$ cat config.mk
export PLATFORM = sky130hd
export DESIGN_NAME = bsd_sqrt
export DESIGN_NICKNAME = d
export VERILOG_FILES = /design/src/sv/bsd_pkg.sv /design/src/sv/bsd_sqrt.sv
export SDC_FILE = /design/constraint.sdc
export NUM_CORES = 2
export LEC_CHECK = 0
export BUFFER_PORTS_ARGS = -buffer_cell sky130_fd_sc_hd__buf_2
export CORE_UTILIZATION = 42
export DETAILED_ROUTE_END_ITERATION = 7
export PLACE_DENSITY_LB_ADDON = 0.15
export SYNTH_ARGS = -nofsm -noshare
export SYNTH_HDL_FRONTEND = slang
export SYNTH_SLANG_ARGS = --single-unit
export TNS_END_PERCENT = 100
$ cat constraint.sdc
create_clock -name clk -period 14.5 [get_ports clk]
set_input_delay 2.175 -clock clk [delete_from_list [all_inputs] [get_ports clk]]
set_output_delay 2.175 -clock clk [all_outputs]
set_load 0.05 [all_outputs]
$ cat src/sv/bsd_pkg.sv
`default_nettype none
package bsd_pkg;

  localparam int COORD_W = 32;
  localparam int AXES    = 3;
  localparam int SQ_W    = 2 * (COORD_W - 1);
  localparam int SUM_W   = 2 * COORD_W;
  localparam int ROOT_W  = COORD_W;
  localparam int REM_W   = ROOT_W + 3;
  localparam int IDX_W   = 3;

  localparam logic signed [COORD_W-1:0] DIST_MAX = {1'b0, {(COORD_W-1){1'b1}}};

  localparam logic [IDX_W-1:0] REG_LOW_X  = 3'd0;
  localparam logic [IDX_W-1:0] REG_HIGH_X = 3'd1;
  localparam logic [IDX_W-1:0] REG_LOW_Y  = 3'd2;
  localparam logic [IDX_W-1:0] REG_HIGH_Y = 3'd3;
  localparam logic [IDX_W-1:0] REG_LOW_Z  = 3'd4;
  localparam logic [IDX_W-1:0] REG_HIGH_Z = 3'd5;

  typedef logic signed [COORD_W-1:0] coord_t;

  typedef struct packed {
    logic signed [COORD_W-1:0] point_x;
    logic signed [COORD_W-1:0] point_y;
    logic signed [COORD_W-1:0] point_z;
  } in_t;

  typedef struct packed {
    logic signed [COORD_W-1:0] distance;
    logic                      saturated;
  } out_t;

  typedef struct packed {
    coord_t [AXES-1:0] lo;
    coord_t [AXES-1:0] hi;
  } box_t;

  typedef struct packed {
    logic   in_box;
    logic   sat;
    coord_t dist_in;
  } meta_t;

endpackage
`default_nettype wire

$ cat src/sv/bsd_sqrt.sv
`default_nettype none
module bsd_sqrt (
  input  wire                          clk,
  input  wire                          rst_n,
  input  wire                          in_valid,
  output logic                         in_ready,
  input  wire [bsd_pkg::SUM_W-1:0]     in_sum,
  input  wire bsd_pkg::meta_t          in_meta,
  output logic                         out_valid,
  input  wire                          out_ready,
  output logic [bsd_pkg::ROOT_W-1:0]   out_root,
  output bsd_pkg::meta_t               out_meta
);
  import bsd_pkg::*;

  localparam int N = ROOT_W;

  logic [N:0]          vld;
  logic [N+1:1]        rdy;
  logic [SUM_W-1:0]    rad  [N+1];
  logic [REM_W-1:0]    rem  [N+1];
  logic [ROOT_W-1:0]   root [N+1];
  meta_t               meta [N+1];

  assign vld[0]   = in_valid;
  assign rad[0]   = in_sum;
  assign rem[0]   = '0;
  assign root[0]  = '0;
  assign meta[0]  = in_meta;
  assign rdy[N+1] = out_ready;
  assign in_ready = rdy[1];

  for (genvar k = 1; k <= N; k++) begin : g_stage
    logic               vld_r;
    logic [SUM_W-1:0]   rad_r;
    logic [REM_W-1:0]   rem_r;
    logic [ROOT_W-1:0]  root_r;
    meta_t              meta_r;
    logic [REM_W-1:0]   rem_sh, trial, rem_nxt;
    logic               ge;

    always_comb begin
      rem_sh  = {rem[k-1][REM_W-3:0], rad[k-1][SUM_W-1 -: 2]};
      trial   = {1'b0, root[k-1], 2'b01};
      ge      = rem_sh >= trial;
      rem_nxt = ge ? rem_sh - trial : rem_sh;
    end

    assign rdy[k] = !vld_r || rdy[k+1];

    always_ff @(posedge clk) begin
      if (!rst_n) begin
        vld_r <= 1'b0;
      end else if (rdy[k]) begin
        vld_r <= vld[k-1];
      end
    end

    always_ff @(posedge clk) begin
      if (rdy[k] && vld[k-1]) begin
        rad_r  <= {rad[k-1][SUM_W-3:0], 2'b00};
        rem_r  <= rem_nxt;
        root_r <= {root[k-1][ROOT_W-2:0], ge};
        meta_r <= meta[k-1];
      end
    end

    assign vld[k]  = vld_r;
    assign rad[k]  = rad_r;
    assign rem[k]  = rem_r;
    assign root[k] = root_r;
    assign meta[k] = meta_r;
  end

  assign out_valid = vld[N];
  assign out_root  = root[N];
  assign out_meta  = meta[N];

endmodule
`default_nettype wire

# [Word level (Yosys, flattened, before mapping)]
# Index checks and enable logic that the tools add are counted.
[word_totals] input_bits=102 ff_bits=3633 mem_bits_ro=0 latchBits=0 ramBits=0 memories=0
[classes] mux=31 n_reduce_logical=96 n_addsub=31 shift=0 multipliers=0 div=0 magnitude_cmp=32 n_bitwise=0 n_eq_ne=0
[op_table] operator="$mux W33" count=30
[op_table] operator="$ge A35 B10 Y1" count=1
[op_table] operator="$ge A35 B11 Y1" count=1
[op_table] operator="$ge A35 B12 Y1" count=1
[op_table] operator="$ge A35 B13 Y1" count=1
[op_table] operator="$ge A35 B14 Y1" count=1
[op_table] operator="$ge A35 B15 Y1" count=1
[op_table] operator="$ge A35 B16 Y1" count=1
[op_table] operator="$ge A35 B17 Y1" count=1
[op_table] operator="$ge A35 B18 Y1" count=1
[op_table] operator="$ge A35 B19 Y1" count=1
[op_table] operator="$ge A35 B20 Y1" count=1
[op_table] operator="$ge A35 B21 Y1" count=1
[op_table] operator="$ge A35 B22 Y1" count=1
[op_table] operator="$ge A35 B23 Y1" count=1
[op_table] operator="$ge A35 B24 Y1" count=1
[op_table] operator="$ge A35 B25 Y1" count=1
[op_table] operator="$ge A35 B26 Y1" count=1
[op_table] operator="$ge A35 B27 Y1" count=1
[op_table] operator="$ge A35 B28 Y1" count=1
[op_table] operator="$ge A35 B29 Y1" count=1
[op_table] operator="$ge A35 B3 Y1" count=1
[op_table] operator="$ge A35 B30 Y1" count=1
[op_table] operator="$ge A35 B31 Y1" count=1
[op_table] operator="44 further kinds" count=137

# [Depth between registers and ports, before layout]
[depth] word_depth=34 ltp_mapped=14 depth_no_buf=14

# [Least setup slack after synthesis]
# No wires, ideal clock.
[synth_path] path_type="input-to-reg" startpoint="in out_ready" endpoint="reg g_stage[4].meta_r[0] (netlist bit), enable pin" required_ns=13.692 setup_time_ns=0.808 path_slack_ns=1.173 t_arrival_ns=12.519 stages=10 path_buffers=1 cell_sequence="nor2b_1 and3_1 and3_1 nand2_1 nor4_1 and3_1 clkbuf_1 nand4_1 nor2_1 a21boi_0"
[synth_between] elab_chain_len=30
[synth_lines] element="start, declared" line="bsd_sqrt.sv:10" rtl="input wire out_ready,"
[synth_lines] element="$logic_or A1 B1 Y1 (29 in a row)" line="bsd_sqrt.sv:49" rtl="assign rdy[k] = !vld_r || rdy[k+1];"
[synth_lines] element="$logic_and A1 B1 Y1" line="bsd_sqrt.sv:60" rtl="if (rdy[k] && vld[k-1]) begin"
[synth_lines] element="end signal, assigned" line="bsd_sqrt.sv:64" rtl="meta_r <= meta[k-1];"
[synth_lines] element="end, declared" line="bsd_sqrt.sv:38" rtl="meta_t meta_r;"
# No other way between the ends.
# A chain may end at the register's enable or synchronous reset.

# [Worst setup path in the final report]
[layout_path] startpoint="in out_ready" endpoint="out in_ready"
[layout_between] elab_chain_len=32
[layout_lines] element="$logic_or A1 B1 Y1 (32 in a row)" line="bsd_sqrt.sv:49"
[layout_lines] element="end, declared" line="bsd_sqrt.sv:6" rtl="output logic in_ready,"
# No other way between the ends.

==> impl_results.md <==
* Post-CTS setup buffer count at 0
* Crit path max fanout at 7
* Data required time of the worst path at 12.32 ns
* Hold/Removal Path Class: reg -> reg
* CP endpoint: in_ready
* Synth Area in Simple Gates at 7.66%
* Initial antenna violation count at 4
* Compound-Gate Fraction of Synth Area at 7.14%
* Starting density of the core at 42.2%
* Adder-cell area share of the yosys netlist at 4.72%
* Main combinational cell family by area after synthesis: simple AND/OR/NAND/NOR gates
* Failing checks: DRC
* Max Cap Viol at 0
* R2r setup slk at 9.38 ns
* Seq/Total Area, Yosys at 72.9%
* CTS Buf Count at 374
* Die height at 597 um
* Final min period at 8.41 ns
* Critical path launch point: out_ready
* Port bufs at 169
* Crit end category: output port
* Status: finished, violations left
* Core ar. at 0.352 mm^2
* Wirelength per Cell at 17.2 um
* DRT Pass-1 Iters at 7
* Yosys reg bits at 3615
* Routing usage on met2 at 25.8%
* Critical path type: in -> out
* Seq. cell area at 0.108 mm^2
* Layout cells sized above 1 at 9.45%
* Pwr Density at 124 mW/mm^2
* Total I/O pin count at 170
* First DRT Iteration DRCs at 4596
* Asr flop ratio synth at 0%
* GRT busiest layer: met2
* Leak at 59.0 nW
* Setup violators final at 0
* Core Util, Final at 47.7%
* Yosys top cell area share at 72.4%
* Clock Tree Buf Depth at 4
* Dominant synthesized flop cell: edfxtp_1
* H-Tree Depth at 5
* Hold buffers post-CTS at 0
* Global-route usage over all layers at 14.7%
* XOR/XNOR share of the synthesized area at 4.70%
* Fillers at 30100
* First-pass GRT wire length at 421000 um
* YS warnings at 0
* CTS tree: yes
* Final slew viol count at 0
* Worst R2R Start: out_valid$_SDFFE_PN0P_
* Syn-to-layout area delta at 13.1%
* R2R cell count at 12
* Post-CTS Resized at 0
* Synth area leader: edfxtp_1
* Syn Area/Cell at 14.9 um^2
* Final setup skew at 0.0778 ns
* Startpoint types: primary input
* Crit path DAT at 6.24 ns
* Met3 usage at 2.00%
* Setup TNS at 0 ns
* Post-Synthesis Cells at 9942
* Worst slew margin at 24.0%
* Post-synthesis mux area share at 0.734%
* Net count after synthesis at 10600
* Via density at 4.99
* FP Rows at 218
* Clock Power Share at 45.0%
* Clk sinks at 3615
* Total Die Area at 0.356 mm^2
* Clk_lat worst skew at 0.94 ns
* Pint at 0.0169 W
* CTS Root Cell: clkbuf_16
* Number of global-route vias before repair at 77400
* Remaining Overflow, GRT at 0
* Post-DP HPWL at 193000 um
* Synth area leaders: edfxtp_1 (72%), ha_1 (4.7%), xnor2_1 (2.4%)
* Period utilization at 58.0%
* Worst reg2reg path endpoint: g_stage[3].rad_r[47]$_DFFE_PP_
* DR DRC count at 2
* Worst-Margin Slew at 1.14 ns
* Commonest non-fill, non-tap cells in the layout: edfxtp_1 (3583), inv_1 (717), nand2_1 (567)
* Max Fclk at 0.119 GHz
* Routed wire length at 266000 um
* Layout net count at 11100
* Synth cell types at 88
* Net Switching at 0.00394 W
* Via count at 77300
* RSZ-0062 raised after global routing: no
* Post-synth EDFFs at 3583
* Switching part of the total at 18.9%
* Met1 Use GR at 18.5%
* Area of the multi-input gates at 0.0375 mm^2
* Sequential Power Share at 54.7%
* RD Place Congestion at 0.888
* Power share of the combinational group at 0.4%
* Worst VDD drop at 0.102 mV
* Post-DRT Antenna Nets at 0
* Mapped Area at 0.149 mm^2
* Chip width at 597 um
* Most common cell after layout, fill and taps aside: edfxtp_1
* CTS clk-pin slew, worst paths at 0.06 ns
* Pin count of the biggest net entering global routing at 127
* Final Hold Violating Endpoints at 0
==> critical path, stage by stage <==
cell and delay, ns:
buf_2 0.10, nor2b_1 0.30, and3_1 0.39, and3_1 0.34, nand2_1 0.19, nor4_1 0.82
and3_1 0.53, nand4_1 0.33, nor3_1 0.30, buf_4 0.23, nand3_1 0.21, buf_2 0.29
==> power groups by stage <==
| stage | Clock (W) | Sequential (W) | Combinational [W] |
|---|---|---|---|
| detailed placement | 0 | 0.0116 | 0.0000760 |
| global placement | 0 | 0.0116 | 0.0000735 |
| finish | 0.00937 | 0.0114 | 0.0000742 |
| CTS | 0.00968 | 0.0114 | 0.0000764 |
| floorplan | 0 | 0.0116 | 0.0000468 |
| global route | 0.0101 | 0.0114 | 0.0000844 |
==> flip-flops by register name, indices dropped and copies added (netlist names) <==
signal          flops
g_stage.meta_r   1054
out_root           32
out_meta           34
g_stage.vld_r      31
out_valid           1
g_stage.rem_r     975
g_stage.root_r    496
g_stage.rad_r     992
==> per-stage QoR <==
stage               worst slack, ns  cell area (um^2)  hold slack (ns)  total power (W)  instances
finish                         6.09            168000            0.350           0.0208      15500
global route                   5.84            168000            0.350           0.0215      15500
CTS                            6.01            168000            0.342           0.0211      15500
detailed placement             6.09            156000            0.405           0.0117      14800
global placement               6.07            156000            0.400           0.0117      14800
floorplan                      1.17            149000            0.400           0.0117       9942
==> worst min path at each step <==
stage / start / end / slack (ns) / cells past startpoint
floorplan: g_stage[9].meta_r[0]$_DFFE_PP_ / g_stage[10].meta_r[0]$_DFFE_PP_ / 0.40 / 0
global placement: g_stage[29].meta_r[31]$_DFFE_PP_ / g_stage[30].meta_r[31]$_DFFE_PP_ / 0.40 / 0
detailed placement: g_stage[9].rad_r[57]$_DFFE_PP_ / g_stage[10].rad_r[59]$_DFFE_PP_ / 0.40 / 0
CTS: g_stage[23].meta_r[8]$_DFFE_PP_ / g_stage[24].meta_r[8]$_DFFE_PP_ / 0.34 / 0
global route: g_stage[23].meta_r[8]$_DFFE_PP_ / g_stage[24].meta_r[8]$_DFFE_PP_ / 0.35 / 0
finish: g_stage[23].meta_r[8]$_DFFE_PP_ / g_stage[24].meta_r[8]$_DFFE_PP_ / 0.35 / 0
==> routing by layer <==
metal  vias to the layer above  wire (um)
met2                      1526     132000
met3                       555      10000
met5                         -          0
li1                      38200          -
met4                         0       9320
met1                     37000     115000
==> final cells by class <==
type	instances	area share, %
diodes	4	0.00596
well taps	4730	3.52
flip-flops and latches	3615	64.4
repair buffers	254	0.928
clock inverters	214	1.27
clock buffers	465	5.92
multi-input cells	5471	22.3
inverters	719	1.61
==> cell families (layout without fill, tap and decap cells) <==
| logic type | Yosys count | in the layout |
|---|---|---|
| DFF | 3615 | 3615 |
| buffers and inverters | 856 | 1652 |
| AOI/OAI and AO/OA | 1710 | 1710 |
| adders and majority gates | 561 | 561 |
| xor gates and xnor gates | 798 | 798 |
| muxes | 98 | 98 |
| and+or+nand+nor | 2303 | 2303 |
| other | 1 | 5 |
==> synth_stat cells (25+ instances only) <==
| cell | n |
|---|---|
| or3_1 | 95 |
| nand2_1 | 567 |
| xor2_1 | 397 |
| a21boi_0 | 34 |
| mux2_2 | 84 |
| o21a_1 | 118 |
| and2_1 | 25 |
| a21o_1 | 191 |
| nand4_1 | 101 |
| a211oi_1 | 32 |
| or2_2 | 65 |
| or4_1 | 58 |
| a21oi_1 | 527 |
| o31ai_1 | 52 |
| dfxtp_1 | 32 |
| and3_1 | 48 |
| o21bai_1 | 48 |
| nor4_1 | 103 |
| nand3b_1 | 31 |
| clkbuf_1 | 120 |
| nor2b_1 | 106 |
| nand2b_1 | 113 |
| nand3_1 | 139 |
| nor3_1 | 242 |
| edfxtp_1 | 3583 |
| xnor2_1 | 401 |
| ha_1 | 561 |
| a31oi_1 | 50 |
| o21ai_0 | 445 |
| o211ai_1 | 30 |
| nor2_1 | 552 |
| inv_1 | 717 |
No activity file was read; power rests on OpenSTA's default activity.
